### config.mk
export PLATFORM = sky130hd
export DESIGN_NAME = synth_voice_allocator_core
export DESIGN_NICKNAME = d
export VERILOG_FILES = /design/src/sva_pkg.sv /design/src/synth_voice_allocator_core.sv /design/src/sva_ctrl.sv /design/src/sva_datapath.sv
export SDC_FILE = /design/constraint.sdc
export NUM_CORES = 1
export LEC_CHECK = 0
export BUFFER_PORTS_ARGS = -buffer_cell sky130_fd_sc_hd__buf_2
export CAP_MARGIN = 20
export CORE_ASPECT_RATIO = 1.5
export CORE_MARGIN = 2
export CORE_UTILIZATION = 55
export CTS_CLUSTER_DIAMETER = 100
export DETAILED_ROUTE_END_ITERATION = 10
export GPL_ROUTABILITY_DRIVEN = 1
export MAX_ROUTING_LAYER = met4
export PLACE_DENSITY = 0.74
export SETUP_SLACK_MARGIN = 0.02
export SYNTH_ARGS = -nofsm -noshare
export SYNTH_HDL_FRONTEND = slang
export SYNTH_SLANG_ARGS = --single-unit
### constraint.sdc
create_clock -name i_clk -period 22.5 [get_ports i_clk]
set_input_delay 1.125 -clock i_clk [delete_from_list [all_inputs] [get_ports i_clk]]
set_output_delay 1.125 -clock i_clk [all_outputs]
set_load 0.005 [all_outputs]
### src/sva_pkg.sv
// ============================================================================
// sva_pkg
// shared types and constants of the voice allocator: sizes, event and command
// codes, and the control/status bundles between controller and datapath
// ============================================================================
package sva_pkg;

    // voice pool and derived widths
    localparam int NUM_VOICES  = 8;
    localparam int IDX_W       = (NUM_VOICES > 1) ? $clog2(NUM_VOICES) : 1;
    localparam int MAX_RESULTS = 8;
    localparam int CNT_W       = $clog2(MAX_RESULTS + 1);

    // note space
    localparam int NOTE_W    = 7;
    localparam int NUM_NOTES = 128;

    // note and pedal thresholds
    localparam logic [NOTE_W-1:0] GLIDE_TOP_NOTE  = 7'd57;
    localparam logic [NOTE_W-1:0] PEDAL_THRESHOLD = 7'd64;

    // exciter codes
    localparam logic [2:0] EXC_NOISE = 3'd2;
    localparam logic [2:0] EXC_BOW   = 3'd3;
    localparam logic [2:0] EXC_WIND  = 3'd4;

    // input event codes
    typedef enum logic [2:0] {
        ACT_NOTE_ON      = 3'd0,
        ACT_NOTE_OFF     = 3'd1,
        ACT_PEDAL        = 3'd2,
        ACT_ALL_OFF      = 3'd3,
        ACT_VOICE_SILENT = 3'd4
    } t_action;

    // result command codes
    typedef enum logic [1:0] {
        CMD_START    = 2'd0,
        CMD_RELEASE  = 2'd1,
        CMD_STOP_ALL = 2'd2
    } t_command;

    // controller to datapath
    typedef struct packed {
        logic latch;       // capture the accepted event
        logic exec;        // carry out a single-step event
        logic start_scan;  // pedal up: lift pedal, rewind the held-note walk
        logic scan_step;   // examine one held note
        logic flush;       // send the last held result
    } t_ctrl_cmd;

    // datapath to controller
    typedef struct packed {
        t_action action;
        logic    pedal_down;
        logic    pedal_req_down;
        logic    scan_last;
    } t_dp_status;

endpackage

### src/synth_voice_allocator_core.sv
// ============================================================================
// synth_voice_allocator_core
// polyphonic voice allocator with oldest-voice stealing, low-note glide and
// sustain pedal hold; top level with the register port
// ----------------------------------------------------------------------------
//  channel   direction  handshake                   payload
//  event     in         start & !busy               i_action i_note i_velocity
//                                                   i_pedal_value i_voice_index
//  result    out        o_result_valid (1 cycle)    o_command o_voice o_note_out
//                                                   o_velocity_out o_stolen
//                                                   o_sustaining o_last
//  register  in/out     psel penable pwrite pready  paddr pwdata prdata
//
//  an event is taken only while busy is low, so not before the last one is
//  done; its result is registered in the decode state after the capture
//  pedal up walks all 128 notes of the held mask one per cycle in the datapath
//  and stays busy to its end; results come out during the walk and at its end
//  synchronous active-low reset idles all voices, lifts the pedal and clears
//  the held-note mask at once; the receiver cannot stall results
// ============================================================================
module synth_voice_allocator_core (
    input  logic        i_clk,
    input  logic        i_rst_n,
    // event channel
    input  logic        start,
    output logic        busy,
    input  logic [2:0]  i_action,
    input  logic [6:0]  i_note,
    input  logic [6:0]  i_velocity,
    input  logic [6:0]  i_pedal_value,
    input  logic [2:0]  i_voice_index,
    // result channel
    output logic        o_result_valid,
    output logic [1:0]  o_command,
    output logic [2:0]  o_voice,
    output logic [6:0]  o_note_out,
    output logic [6:0]  o_velocity_out,
    output logic        o_stolen,
    output logic        o_sustaining,
    output logic        o_last,
    // register port
    input  logic        psel,
    input  logic        penable,
    input  logic        pwrite,
    input  logic [2:0]  paddr,
    input  logic [31:0] pwdata,
    output logic [31:0] prdata,
    output logic        pready
);

    // register index, taken from the word address bit
    localparam logic REG_EXCITER_TYPE = 1'b0;

    logic                r_exciter_type_v;
    logic [2:0]          r_exciter_type, n_exciter_type;
    logic                w_cfg_write;
    sva_pkg::t_ctrl_cmd  w_cmd;
    sva_pkg::t_dp_status w_status;

    // register write on the access cycle of a write transfer
    assign pready      = 1'b1;
    assign w_cfg_write = psel && penable && pwrite && pready;

    always_comb begin
        n_exciter_type = r_exciter_type;
        if (w_cfg_write && (paddr[2] == REG_EXCITER_TYPE)) n_exciter_type = pwdata[2:0];
    end

    always_ff @(posedge i_clk) begin
        if (!i_rst_n) begin
            r_exciter_type   <= '0;
            r_exciter_type_v <= 1'b0;
        end else begin
            r_exciter_type   <= n_exciter_type;
            r_exciter_type_v <= r_exciter_type_v | w_cfg_write;
        end
    end

    // register read
    assign prdata = (paddr[2] == REG_EXCITER_TYPE) ? {29'd0, r_exciter_type} : 32'd0;

    sva_ctrl u_ctrl (
        .i_clk    (i_clk),
        .i_rst_n  (i_rst_n),
        .i_start  (start),
        .i_status (w_status),
        .o_cmd    (w_cmd),
        .o_busy   (busy)
    );

    sva_datapath u_datapath (
        .i_clk          (i_clk),
        .i_rst_n        (i_rst_n),
        .i_cmd          (w_cmd),
        .o_status       (w_status),
        .i_exciter_type (r_exciter_type),
        .i_action       (i_action),
        .i_note         (i_note),
        .i_velocity     (i_velocity),
        .i_pedal_value  (i_pedal_value),
        .i_voice_index  (i_voice_index),
        .o_result_valid (o_result_valid),
        .o_command      (o_command),
        .o_voice        (o_voice),
        .o_note_out     (o_note_out),
        .o_velocity_out (o_velocity_out),
        .o_stolen       (o_stolen),
        .o_sustaining   (o_sustaining),
        .o_last         (o_last)
    );

    // the exciter register reads back zero until first written
    a_cfg_reset: assert property (@(posedge i_clk) disable iff (!i_rst_n)
        !r_exciter_type_v |-> (r_exciter_type == '0))
        else $error("exciter register changed without a write");

    // busy rises right after every event transfer
    a_result_busy: assert property (@(posedge i_clk) disable iff (!i_rst_n)
        (start && !busy) |=> busy)
        else $error("busy not raised after event transfer");

    // only a pedal-up walk gives non-final results, and it keeps busy high
    a_result_last: assert property (@(posedge i_clk) disable iff (!i_rst_n)
        (o_result_valid && !o_last) |-> busy)
        else $error("non-final result outside a pedal-up walk");

endmodule

### src/sva_ctrl.sv
// ============================================================================
// sva_ctrl
// controller state machine: decodes the captured event, runs the held-note
// walk at pedal up and the final flush, and raises busy
// ============================================================================
module sva_ctrl (
    input  logic                  i_clk,
    input  logic                  i_rst_n,
    input  logic                  i_start,
    input  sva_pkg::t_dp_status   i_status,
    output sva_pkg::t_ctrl_cmd    o_cmd,
    output logic                  o_busy
);

    typedef enum logic [1:0] {
        ST_IDLE,
        ST_DECODE,
        ST_SCAN,
        ST_FLUSH
    } t_state;

    t_state r_state, n_state;
    logic   r_busy,  n_busy;
    logic   w_pedal_up;

    // a pedal-up event that finds the pedal down starts the walk
    assign w_pedal_up = (i_status.action == sva_pkg::ACT_PEDAL) &&
                        !i_status.pedal_req_down && i_status.pedal_down;

    // command decode
    always_comb begin
        o_cmd            = '0;
        o_cmd.latch      = (r_state == ST_IDLE) && i_start;
        o_cmd.start_scan = (r_state == ST_DECODE) && w_pedal_up;
        o_cmd.exec       = (r_state == ST_DECODE) && !w_pedal_up;
        o_cmd.scan_step  = (r_state == ST_SCAN);
        o_cmd.flush      = (r_state == ST_FLUSH);
    end

    // next state
    always_comb begin
        n_state = r_state;
        unique case (r_state)
            ST_IDLE: begin
                if (i_start) n_state = ST_DECODE;
            end
            ST_DECODE: begin
                n_state = w_pedal_up ? ST_SCAN : ST_IDLE;
            end
            ST_SCAN: begin
                if (i_status.scan_last) n_state = ST_FLUSH;
            end
            ST_FLUSH: begin
                n_state = ST_IDLE;
            end
            default: n_state = ST_IDLE;
        endcase
        n_busy = (n_state != ST_IDLE);
    end

    // state and busy
    always_ff @(posedge i_clk) begin
        if (!i_rst_n) begin
            r_state <= ST_IDLE;
            r_busy  <= 1'b0;
        end else begin
            r_state <= n_state;
            r_busy  <= n_busy;
        end
    end

    assign o_busy = r_busy;

endmodule

### src/sva_datapath.sv
// ============================================================================
// sva_datapath
// voice table, age ranks, pedal and held-note mask, voice searches and the
// result register with a one-deep holding stage for the pedal-up walk
// ============================================================================
module sva_datapath (
    input  logic                 i_clk,
    input  logic                 i_rst_n,
    input  sva_pkg::t_ctrl_cmd   i_cmd,
    output sva_pkg::t_dp_status  o_status,
    input  logic [2:0]           i_exciter_type,
    input  logic [2:0]           i_action,
    input  logic [6:0]           i_note,
    input  logic [6:0]           i_velocity,
    input  logic [6:0]           i_pedal_value,
    input  logic [2:0]           i_voice_index,
    output logic                 o_result_valid,
    output logic [1:0]           o_command,
    output logic [2:0]           o_voice,
    output logic [6:0]           o_note_out,
    output logic [6:0]           o_velocity_out,
    output logic                 o_stolen,
    output logic                 o_sustaining,
    output logic                 o_last
);

    localparam int NV  = sva_pkg::NUM_VOICES;
    localparam int IW  = sva_pkg::IDX_W;
    localparam int NW  = sva_pkg::NOTE_W;
    localparam int CW  = sva_pkg::CNT_W;
    localparam int NN  = sva_pkg::NUM_NOTES;

    // captured event
    sva_pkg::t_action r_action, n_action;
    logic [NW-1:0]    r_note, n_note;
    logic [NW-1:0]    r_velocity, n_velocity;
    logic             r_pedal_req, n_pedal_req;
    logic [2:0]       r_voice_index, n_voice_index;

    // voice table and pedal state
    logic [NV-1:0]    r_active, n_active;
    logic [NW-1:0]    r_vnote [NV];
    logic [NW-1:0]    n_vnote [NV];
    logic [IW-1:0]    r_rank  [NV];
    logic [IW-1:0]    n_rank  [NV];
    logic [NV-1:0]    r_sus, n_sus;
    logic             r_pedal, n_pedal;
    logic [NN-1:0]    r_mask, n_mask;

    // held-note walk
    logic [NW-1:0]    r_scan_cnt, n_scan_cnt;
    logic [CW-1:0]    r_res_cnt, n_res_cnt;
    logic             r_pend_valid, n_pend_valid;
    logic [IW-1:0]    r_pend_voice, n_pend_voice;
    logic [NW-1:0]    r_pend_note, n_pend_note;

    // result register
    logic             r_out_valid, n_out_valid;
    sva_pkg::t_command r_out_cmd, n_out_cmd;
    logic [2:0]       r_out_voice, n_out_voice;
    logic [NW-1:0]    r_out_note, n_out_note;
    logic [NW-1:0]    r_out_vel, n_out_vel;
    logic             r_out_stolen, n_out_stolen;
    logic             r_out_sus, n_out_sus;
    logic             r_out_last, n_out_last;

    // search results
    logic [NW-1:0]    w_search_note;
    logic             w_rel_found;
    logic [IW-1:0]    w_rel_voice;
    logic             w_new_found;
    logic [IW-1:0]    w_new_voice;
    logic             w_free_found;
    logic [IW-1:0]    w_free_voice;
    logic [IW-1:0]    w_old_voice;
    logic             w_glide;
    logic             w_sus_start;
    logic [IW-1:0]    w_start_voice;
    logic [IW-1:0]    w_silent_idx;
    logic [NV-1:0]    w_rank_seen;

    // newest active voice playing the searched note
    assign w_search_note = i_cmd.scan_step ? r_scan_cnt : r_note;

    always_comb begin
        w_rel_found = 1'b0;
        w_rel_voice = '0;
        for (int i = 0; i < NV; i++) begin
            if (r_active[i] && (r_vnote[i] == w_search_note) &&
                (!w_rel_found || (r_rank[i] > r_rank[w_rel_voice]))) begin
                w_rel_found = 1'b1;
                w_rel_voice = IW'(i);
            end
        end
    end

    // newest active voice, first free voice, oldest voice
    always_comb begin
        w_new_found  = 1'b0;
        w_new_voice  = '0;
        w_free_found = 1'b0;
        w_free_voice = '0;
        w_old_voice  = '0;
        for (int i = 0; i < NV; i++) begin
            if (r_active[i] && (!w_new_found || (r_rank[i] > r_rank[w_new_voice]))) begin
                w_new_found = 1'b1;
                w_new_voice = IW'(i);
            end
        end
        for (int i = NV - 1; i >= 0; i--) begin
            if (!r_active[i]) begin
                w_free_found = 1'b1;
                w_free_voice = IW'(i);
            end
            if (r_rank[i] == '0) w_old_voice = IW'(i);
        end
    end

    // note-on voice choice
    assign w_glide       = (r_note <= sva_pkg::GLIDE_TOP_NOTE) &&
                           (i_exciter_type <= sva_pkg::EXC_NOISE);
    assign w_sus_start   = (i_exciter_type == sva_pkg::EXC_BOW) ||
                           (i_exciter_type == sva_pkg::EXC_WIND);
    assign w_start_voice = (w_glide && w_new_found) ? w_new_voice :
                           (w_free_found ? w_free_voice : w_old_voice);
    assign w_silent_idx  = IW'(r_voice_index);

    // next-state logic of the whole datapath
    always_comb begin
        n_action      = r_action;
        n_note        = r_note;
        n_velocity    = r_velocity;
        n_pedal_req   = r_pedal_req;
        n_voice_index = r_voice_index;
        n_active      = r_active;
        n_vnote       = r_vnote;
        n_rank        = r_rank;
        n_sus         = r_sus;
        n_pedal       = r_pedal;
        n_mask        = r_mask;
        n_scan_cnt    = r_scan_cnt;
        n_res_cnt     = r_res_cnt;
        n_pend_valid  = r_pend_valid;
        n_pend_voice  = r_pend_voice;
        n_pend_note   = r_pend_note;
        n_out_valid   = 1'b0;
        n_out_cmd     = r_out_cmd;
        n_out_voice   = r_out_voice;
        n_out_note    = r_out_note;
        n_out_vel     = r_out_vel;
        n_out_stolen  = r_out_stolen;
        n_out_sus     = r_out_sus;
        n_out_last    = r_out_last;

        // capture the event on transfer
        if (i_cmd.latch) begin
            n_action      = sva_pkg::t_action'(i_action);
            n_note        = i_note;
            n_velocity    = i_velocity;
            n_pedal_req   = (i_pedal_value >= sva_pkg::PEDAL_THRESHOLD);
            n_voice_index = i_voice_index;
        end

        // single-step events
        if (i_cmd.exec) begin
            case (r_action)
                sva_pkg::ACT_NOTE_ON: begin
                    n_active[w_start_voice] = 1'b1;
                    n_vnote[w_start_voice]  = r_note;
                    n_sus[w_start_voice]    = w_sus_start;
                    for (int i = 0; i < NV; i++) begin
                        if (r_rank[i] > r_rank[w_start_voice]) n_rank[i] = r_rank[i] - 1'b1;
                    end
                    n_rank[w_start_voice] = IW'(NV - 1);
                    n_out_valid  = 1'b1;
                    n_out_cmd    = sva_pkg::CMD_START;
                    n_out_voice  = 3'(w_start_voice);
                    n_out_note   = r_note;
                    n_out_vel    = r_velocity;
                    n_out_stolen = r_active[w_start_voice];
                    n_out_sus    = w_sus_start;
                    n_out_last   = 1'b1;
                end
                sva_pkg::ACT_NOTE_OFF: begin
                    if (r_pedal) begin
                        n_mask[r_note] = 1'b1;
                    end else if (w_rel_found) begin
                        n_sus[w_rel_voice] = 1'b0;
                        n_out_valid  = 1'b1;
                        n_out_cmd    = sva_pkg::CMD_RELEASE;
                        n_out_voice  = 3'(w_rel_voice);
                        n_out_note   = r_note;
                        n_out_vel    = '0;
                        n_out_stolen = 1'b0;
                        n_out_sus    = 1'b0;
                        n_out_last   = 1'b1;
                    end
                end
                sva_pkg::ACT_PEDAL: begin
                    if (r_pedal_req && !r_pedal) n_pedal = 1'b1;
                end
                sva_pkg::ACT_ALL_OFF: begin
                    n_mask       = '0;
                    n_pedal      = 1'b0;
                    n_active     = '0;
                    n_sus        = '0;
                    n_out_valid  = 1'b1;
                    n_out_cmd    = sva_pkg::CMD_STOP_ALL;
                    n_out_voice  = '0;
                    n_out_note   = '0;
                    n_out_vel    = '0;
                    n_out_stolen = 1'b0;
                    n_out_sus    = 1'b0;
                    n_out_last   = 1'b1;
                end
                sva_pkg::ACT_VOICE_SILENT: begin
                    if ((32'(r_voice_index) < NV) && !r_sus[w_silent_idx]) begin
                        n_active[w_silent_idx] = 1'b0;
                    end
                end
                default: ;
            endcase
        end

        // pedal up: rewind the walk
        if (i_cmd.start_scan) begin
            n_pedal      = 1'b0;
            n_scan_cnt   = '0;
            n_res_cnt    = '0;
            n_pend_valid = 1'b0;
        end

        // one held note per cycle; a found release waits in the holding
        // stage until the next one shows whether it is the last
        if (i_cmd.scan_step) begin
            n_scan_cnt = r_scan_cnt + 1'b1;
            if (r_mask[r_scan_cnt]) begin
                n_mask[r_scan_cnt] = 1'b0;
                if (w_rel_found) begin
                    n_sus[w_rel_voice] = 1'b0;
                    if (r_res_cnt < CW'(sva_pkg::MAX_RESULTS)) begin
                        n_res_cnt    = r_res_cnt + 1'b1;
                        n_pend_valid = 1'b1;
                        n_pend_voice = w_rel_voice;
                        n_pend_note  = r_scan_cnt;
                        if (r_pend_valid) begin
                            n_out_valid  = 1'b1;
                            n_out_cmd    = sva_pkg::CMD_RELEASE;
                            n_out_voice  = 3'(r_pend_voice);
                            n_out_note   = r_pend_note;
                            n_out_vel    = '0;
                            n_out_stolen = 1'b0;
                            n_out_sus    = 1'b0;
                            n_out_last   = 1'b0;
                        end
                    end
                end
            end
        end

        // end of walk: the held result is the last one
        if (i_cmd.flush && r_pend_valid) begin
            n_pend_valid = 1'b0;
            n_out_valid  = 1'b1;
            n_out_cmd    = sva_pkg::CMD_RELEASE;
            n_out_voice  = 3'(r_pend_voice);
            n_out_note   = r_pend_note;
            n_out_vel    = '0;
            n_out_stolen = 1'b0;
            n_out_sus    = 1'b0;
            n_out_last   = 1'b1;
        end
    end

    // control state with reset
    always_ff @(posedge i_clk) begin
        if (!i_rst_n) begin
            r_active     <= '0;
            r_sus        <= '0;
            r_pedal      <= 1'b0;
            r_mask       <= '0;
            r_pend_valid <= 1'b0;
            r_out_valid  <= 1'b0;
            r_res_cnt    <= '0;
            for (int i = 0; i < NV; i++) r_rank[i] <= IW'(i);
        end else begin
            r_active     <= n_active;
            r_sus        <= n_sus;
            r_pedal      <= n_pedal;
            r_mask       <= n_mask;
            r_pend_valid <= n_pend_valid;
            r_out_valid  <= n_out_valid;
            r_res_cnt    <= n_res_cnt;
            r_rank       <= n_rank;
        end
    end

    // payload registers
    always_ff @(posedge i_clk) begin
        r_action      <= n_action;
        r_note        <= n_note;
        r_velocity    <= n_velocity;
        r_pedal_req   <= n_pedal_req;
        r_voice_index <= n_voice_index;
        r_vnote       <= n_vnote;
        r_scan_cnt    <= n_scan_cnt;
        r_pend_voice  <= n_pend_voice;
        r_pend_note   <= n_pend_note;
        r_out_cmd     <= n_out_cmd;
        r_out_voice   <= n_out_voice;
        r_out_note    <= n_out_note;
        r_out_vel     <= n_out_vel;
        r_out_stolen  <= n_out_stolen;
        r_out_sus     <= n_out_sus;
        r_out_last    <= n_out_last;
    end

    // status to the controller
    assign o_status.action         = r_action;
    assign o_status.pedal_down     = r_pedal;
    assign o_status.pedal_req_down = r_pedal_req;
    assign o_status.scan_last      = (r_scan_cnt == NW'(NN - 1));

    // result ports
    assign o_result_valid = r_out_valid;
    assign o_command      = r_out_cmd;
    assign o_voice        = r_out_voice;
    assign o_note_out     = r_out_note;
    assign o_velocity_out = r_out_vel;
    assign o_stolen       = r_out_stolen;
    assign o_sustaining   = r_out_sus;
    assign o_last         = r_out_last;

    // which ranks are in use
    always_comb begin
        w_rank_seen = '0;
        for (int i = 0; i < NV; i++) w_rank_seen[r_rank[i]] = 1'b1;
    end

    // age ranks always form a permutation of the voices
    a_rank_perm: assert property (@(posedge i_clk) disable iff (!i_rst_n)
        (&w_rank_seen))
        else $error("age ranks are not a permutation");

    // the walk never reports more than the result limit
    a_res_limit: assert property (@(posedge i_clk) disable iff (!i_rst_n)
        (r_res_cnt <= CW'(sva_pkg::MAX_RESULTS)))
        else $error("pedal-up result count over limit");

    // stop-all leaves every voice idle and the pedal up
    a_stop_all: assert property (@(posedge i_clk) disable iff (!i_rst_n)
        (r_out_valid && (r_out_cmd == sva_pkg::CMD_STOP_ALL)) |->
        ((r_active == '0) && !r_pedal && (r_mask == '0)))
        else $error("voices left active after stop-all");

    // the held-note mask is empty once the walk has ended
    a_mask_clear: assert property (@(posedge i_clk) disable iff (!i_rst_n)
        i_cmd.flush |=> (r_mask == '0) && !r_pend_valid)
        else $error("held notes remain after pedal up");

endmodule

# Yosys cells after proc, flatten, opt, wreduce, memory -nomap -nowiden
# Index checks and enable logic that the tools add are counted.
dict set report word_totals {
  reg_bits 297
  out_inout_bits 57
}
dict set report op_classes {
  reduce_logical 93
  bitwise 25
  n_eq_ne 20
  n_mux 250
  n_addsub 10
  magnitude_cmp 49
}
# operator count
set op_table {}
lappend op_table {{128-bit 2-to-1 mux} 4}
lappend op_table {{3-bit 2-to-1 mux} 89}
lappend op_table {{128-bit one-hot mux with 2 select lines} 1}
lappend op_table {{7-bit 2-to-1 mux} 21}
lappend op_table {{128-bit AND} 1}
lappend op_table {{128-bit NOT} 1}
lappend op_table {{128-bit OR} 1}
lappend op_table {{3-bit binary-select mux with 3-bit select} 13}
lappend op_table {{1-bit 2-to-1 mux} 73}
lappend op_table {{3-bit greater-than comparator} 21}
lappend op_table {{56-bit bitwise mux} 1}
lappend op_table {{7-bit equality test} 8}
lappend op_table {{8-bit 2-to-1 mux} 7}
lappend op_table {{4-bit greater-or-equal comparator, second input constant} 13}
lappend op_table {{8-bit one-hot mux with 3 select lines} 2}
lappend op_table {{7-bit one-hot mux with 3 select lines} 2}
lappend op_table {{1-bit logical AND} 40}
lappend op_table {{3-bit NOT with 4-bit output} 10}
lappend op_table {{3-bit logical NOT} 9}
lappend op_table {{2-bit 2-to-1 mux} 13}
lappend op_table {{8-bit AND} 3}
lappend op_table {{24-bit OR} 1}
lappend op_table {{3-bit by 1-bit subtractor with 3-bit output, second input constant} 8}
lappend op_table {{7-bit demux with 3-bit select} 1}
lappend op_table {{45 further kinds} 104}

# Longest topological paths before layout
dict set report logic_depth {
  depth_word 71
  mapped_depth 75
  ltp_nobuf 71
}

# Cells and area by module
# From an unflattened synthesis, not the netlist that was laid out.
dict set report unflattened {
  hier_cells 1958
  area_unflattened_um2 17755.8
}
# mod n_inst area_per_inst_um2 cells_per_inst
set modules_own_cells {}
lappend modules_own_cells {sva_datapath 1 17172.7 1889}
lappend modules_own_cells {synth_voice_allocator_core 1 386.6 49}
lappend modules_own_cells {sva_ctrl 1 196.4 20}

# Worst setup path before layout
# OpenSTA, ideal clock, no wires.
dict set report synth_path {
  path_kind {register to register}
  startpoint {reg u_datapath.r_rank[22] (netlist bit)}
  endpoint {reg u_datapath.r_rank[14] (netlist bit)}
  path_stages_with_launch 69
  n_path_buf 5
  arrival_time_ns 12.992
  synth_period_minus_slack_ns 13.125
  path_slack_ns 9.375
  setup_ns 0.132
  path_cell_list {dfxtp_1 clkbuf_1 inv_1 ha_1 nor2b_1 o21a_1 o31a_1 a21oi_1 ha_1 nor2b_1 o21a_1 o311ai_1 o21ai_0 ha_1 nor2b_1 o21a_1 o211a_1 a221oi_1 [33 not listed] ha_1 o21a_1 o211ai_1 nand3_1 o32a_1 buf_2 buf_1 a21oi_1 o221ai_1 o21ai_0 o221ai_1 ha_1 a21o_1 a21oi_1 a311oi_1 nand2_1 xnor2_1 a21oi_1}
}
dict set report synth_between {
  elab_chain_cells 63
  elab_cells_between_ends 84
  classes_between {order compare (10); mux (43); bitwise (8); reduce/logical (23)}
}
# item line
set synth_lines {}
lappend synth_lines {{from (decl)} sva_datapath.sv:44} ;# logic [IW-1:0] r_rank [NV];
lappend synth_lines {{from (signal assigned)} sva_datapath.sv:294} ;# r_rank <= n_rank;
lappend synth_lines {{3-bit greater-than comparator} sva_datapath.sv:105} ;# if (r_active[i] && (!w_new_found || (r_rank[i] > r_rank[w_new_voice]))) begin
lappend synth_lines {{1-bit logical OR} sva_datapath.sv:105}
lappend synth_lines {{1-bit logical AND} sva_datapath.sv:105}
lappend synth_lines {{1-bit 2-to-1 mux} sva_datapath.sv:105}
lappend synth_lines {{1-bit NOT with 4-bit output (implied by the code)} sva_datapath.sv:105}
lappend synth_lines {{3-bit binary-select mux with 3-bit select} sva_datapath.sv:105}
lappend synth_lines {{3-bit 2-to-1 mux (implied by the code) (2 in a row)} sva_datapath.sv:105}
lappend synth_lines {{3-bit greater-than comparator} sva_datapath.sv:105}
lappend synth_lines {{[45 not listed]} n/a}
lappend synth_lines {{3-bit NOT with 4-bit output (implied by the code)} {sva_datapath.sv:172, sva_datapath.sv:174}}
lappend synth_lines {{3-bit binary-select mux with 3-bit select} sva_datapath.sv:172} ;# if (r_rank[i] > r_rank[w_start_voice]) n_rank[i] = r_rank[i] - 1'b1;
lappend synth_lines {{3-bit 2-to-1 mux (implied by the code) (2 in a row)} sva_datapath.sv:172}
lappend synth_lines {{3-bit greater-than comparator} sva_datapath.sv:172}
lappend synth_lines {{3-bit 2-to-1 mux} sva_datapath.sv:172}
lappend synth_lines {{3-bit 2-to-1 mux} sva_datapath.sv:166} ;# case (r_action)
lappend synth_lines {{3-bit 2-to-1 mux} sva_datapath.sv:165} ;# if (i_cmd.exec) begin
lappend synth_lines {{24-bit OR (no line) (*)} n/a}
# Mark *: on every way between the ends. The rest lies on a longest branch, timed or not. The select of a mux whose other input is x is not followed.
# A chain may end at the register's enable or synchronous reset.

# Worst setup path in the final report
dict set report layout_path {
  startpoint {reg u_datapath.r_rank[22] (netlist bit)}
  endpoint {reg u_datapath.r_rank[5] (netlist bit)}
}
# The elaborated chain is that of the path after synthesis.

==> flow_summary.ini <==
[critical_path]
reg2reg_from = u_datapath.r_rank[22]
critPathKind = flip-flop to flip-flop
cp_top_family = compound AO/OA/AOI/OAI gates
critPathLaunch = u_datapath.r_rank[22]
crit_arrival_ns = 17.52
path_buf_inv = 3
critPathLaunchType = flip-flop
cp_data_required_time_ns = 22.95
critPathMaxFanout = 20
cpPeakStageDelay_ns = 0.80
r2r_slack_ns = 5.43
path_common_cell = ha_1
rr_worst_depth = 60
end_kind = flip-flop
worst_path_max_delay_cell = a21oi_1
reg2reg_to = u_datapath.r_rank[5]

[floorplan]
core_region_area_um2 = 33200
num_rows = 82
start_util_pct = 55.4
die_w_um = 153
die-area_um2 = 35000
die_y_um = 228
io_pins = 125

[hold_path]
holdPathEnd = u_datapath.o_sustaining
min_path_type = flip-flop to flip-flop
hold_depth = 2
hold_start = u_datapath.o_sustaining

[timing]
relSlewSlack_pct = 22.9
finalSetupTns_ns = 0
rsz0062_at_grt = no
fin_crit_sh_pct = 75.9
max_slew.worst_pin.slew_ns = 1.15
slew_viol_final = 0
setup_viol = 0
fin_crit_ns = 17.07
hold_viol = 0
fmax_mhz = 58.6
clock_skew_ns = 0.0379

[placement]
dp_cells = 2491
routabilityCongestion = 1.03
dpl.hpwl_um = 44000
dpl-instance-area_um2 = 18800
port_buffers = 57

[synthesis]
syn_area_um2 = 18400
synth_top_area_cell = dfxtp_1
yosys_warnings = 0
synth-edff-count = 94
netlist-cell-type-count = 101
ys.flop_type = dfxtp_1
async_flop_share_pct = 0
seq_area_frac_synth_pct = 37.4
ys_ff_latch = 297
synth_top_cell_area_share_pct = 22.1
syn_area_per_cell_um2 = 8.70
synth.top_cells.by_area = dfxtp_1 22%, edfxtp_1 15%, a21oi_1 5.8%, ha_1 5.5%, a211oi_1 4.3%
synthCells = 2118

[power_and_ir_drop]
irDropWorstVdd_mv = 0.0642
p_switching_uw = 299
p_seq_share_pct = 47.5
total_power_mw = 1.19
clkPwrFrac_pct = 43.8
powerDensity_nw_per_um2 = 60.1
p_sw_share_pct = 25.0
pwr-share-comb_pct = 8.8
p_leak_nw = 7.09
intPower_uw = 896

[flow_run]
maxCapViolCount = 0

[global_routing]
grt_pass1_wl_um = 97000
antenna_found_initial = 0
track_usage_pct = 36.2
grt_max_degree = 117
grt-ovfl-total = 0
grt_pass1_vias = 17039

[routing]
vias = 17533
postRouteAntennaNets = 0
drt-wirelength-per-cell_um = 25.2
drt_pass1_iterations = 6
vias_per_cell = 6.88
drt_wl_total_um = 64100
drtIter0Drc = 1743
drc = 0

[clock_network]
cts.sinks = 297
hold_buffers = 0
cts_resized = 0
cts.path.max_buffers = 3
cts_setup_buffers = 0
cts_tree = yes
worstSkewPairLatency_ns = 0.60
path_clk_slew_ns = 0.07
root_buffer = clkbuf_16
htreeDepth = 1
cts_buffers = 29

[finish]
fillers = 2905
drive_above_1_share_pct = 10.6
final_cells = 2547
most-common-layout-cells = 213 x a21oi_1, 203 x dfxtp_1, 184 x nor2_1
register_area_um2 = 6890
area_growth_syn_to_layout_pct = 7.88
final_common_cell = a21oi_1
multiInputGateArea_um2 = 10600
n_antenna_cell = 0
nNetsFinal = 2253
final_area_um2 = 19900

[status]
status = completed
## cell families (layout without fill, tap and decap cells)
group	Yosys count	count (layout)	synth area share, %
xor+xnor	57	57	2.71
flops	297	297	37.4
compound gates	676	676	24.9
buf+inv	244	225	6.13
simple gates	694	694	18.3
mux	67	67	4.96
fa+ha+maj	81	81	5.50
other cells	2	30	0.0408
## how the worst max path moves through the flow
stage,endpoint,slack [ns],cells after the start
floorplan,u_datapath.r_rank[14],9.38,68
global placement,u_datapath.r_rank[5],6.29,60
detailed placement,u_datapath.r_rank[5],5.95,60
CTS,u_datapath.r_rank[5],5.92,59
global route,u_datapath.r_rank[5],4.46,60
finish,u_datapath.r_rank[5],5.43,60
## synth_stat cells, types with 31 or more instances
master,instances
edfxtp_1,94
clkbuf_1,73
a21oi_1,214
xnor2_1,34
buf_2,39
nor3_1,99
nor2b_1,59
nand2_1,152
mux2i_1,34
a31oi_1,33
dfxtp_1,203
inv_1,74
o21ai_0,81
nand2b_1,31
buf_4,40
a211oi_1,105
nand3_1,51
nor2_1,192
ha_1,81
## worst register-to-register path, delay by kind of cell, from the launching register on
| family | cells | cell delay, ns |
|---|---|---|
| AOI/OAI and AO/OA | 34 | 10.69 |
| and+or+nand+nor | 14 | 2.36 |
| adders and majority gates | 8 | 2.29 |
| buffers and inverters | 3 | 0.72 |
| DFF | 1 | 0.69 |
| xor gates and xnor gates | 1 | 0.16 |
## final cells by class
| class | instances | share of cell area, % |
|---|---|---|
| Multi-Input combinational cell | 1605 | 53.2 |
| Sequential cell | 297 | 34.6 |
| Clock buffer | 44 | 4.52 |
| Timing Repair Buffer | 93 | 2.90 |
| Tap cell | 420 | 2.64 |
| Inverter | 78 | 1.47 |
| Clock inverter | 10 | 0.636 |
## power groups by stage
stage | Clock, mW | Sequential, mW | Combinational (mW)
CTS | 0.526 | 0.567 | 0.102
global placement | 0 | 0.578 | 0.0978
finish | 0.523 | 0.567 | 0.105
global route | 0.543 | 0.567 | 0.114
floorplan | 0 | 0.577 | 0.0690
detailed placement | 0 | 0.579 | 0.101
## routing by layer
| metal | track usage (%) | part of all wire [%] |
|---|---|---|
| met1 | 38.5 | 35 |
| met2 | 60.3 | 48 |
| met3 | 5.21 | 7.5 |
| met4 | 28.1 | 9.4 |
| met5 | - | 0 |
## through the flow
step                setup slack (ns)  hold WS, ns  util, %
finish                          5.43        0.462     59.8
global route                    4.46        0.475     59.8
CTS                             5.92        0.462     59.7
detailed placement              5.95        0.452     56.6
global placement                6.29        0.445     56.6
floorplan                       9.38        0.421        -
## sequential cells by signal, indices dropped and copies added (netlist names), 4 cells and up
signal                     count
u_datapath.r_mask            128
u_datapath.r_vnote            56
u_datapath.r_rank             24
u_datapath.r_active            8
u_datapath.r_sus               8
u_datapath.o_note_out          7
u_datapath.o_velocity_out      7
u_datapath.r_note              7
u_datapath.r_pend_note         7
u_datapath.r_scan_cnt          7
u_datapath.r_velocity          7
u_datapath.r_res_cnt           4
Power figures use the tool's default switching activity.
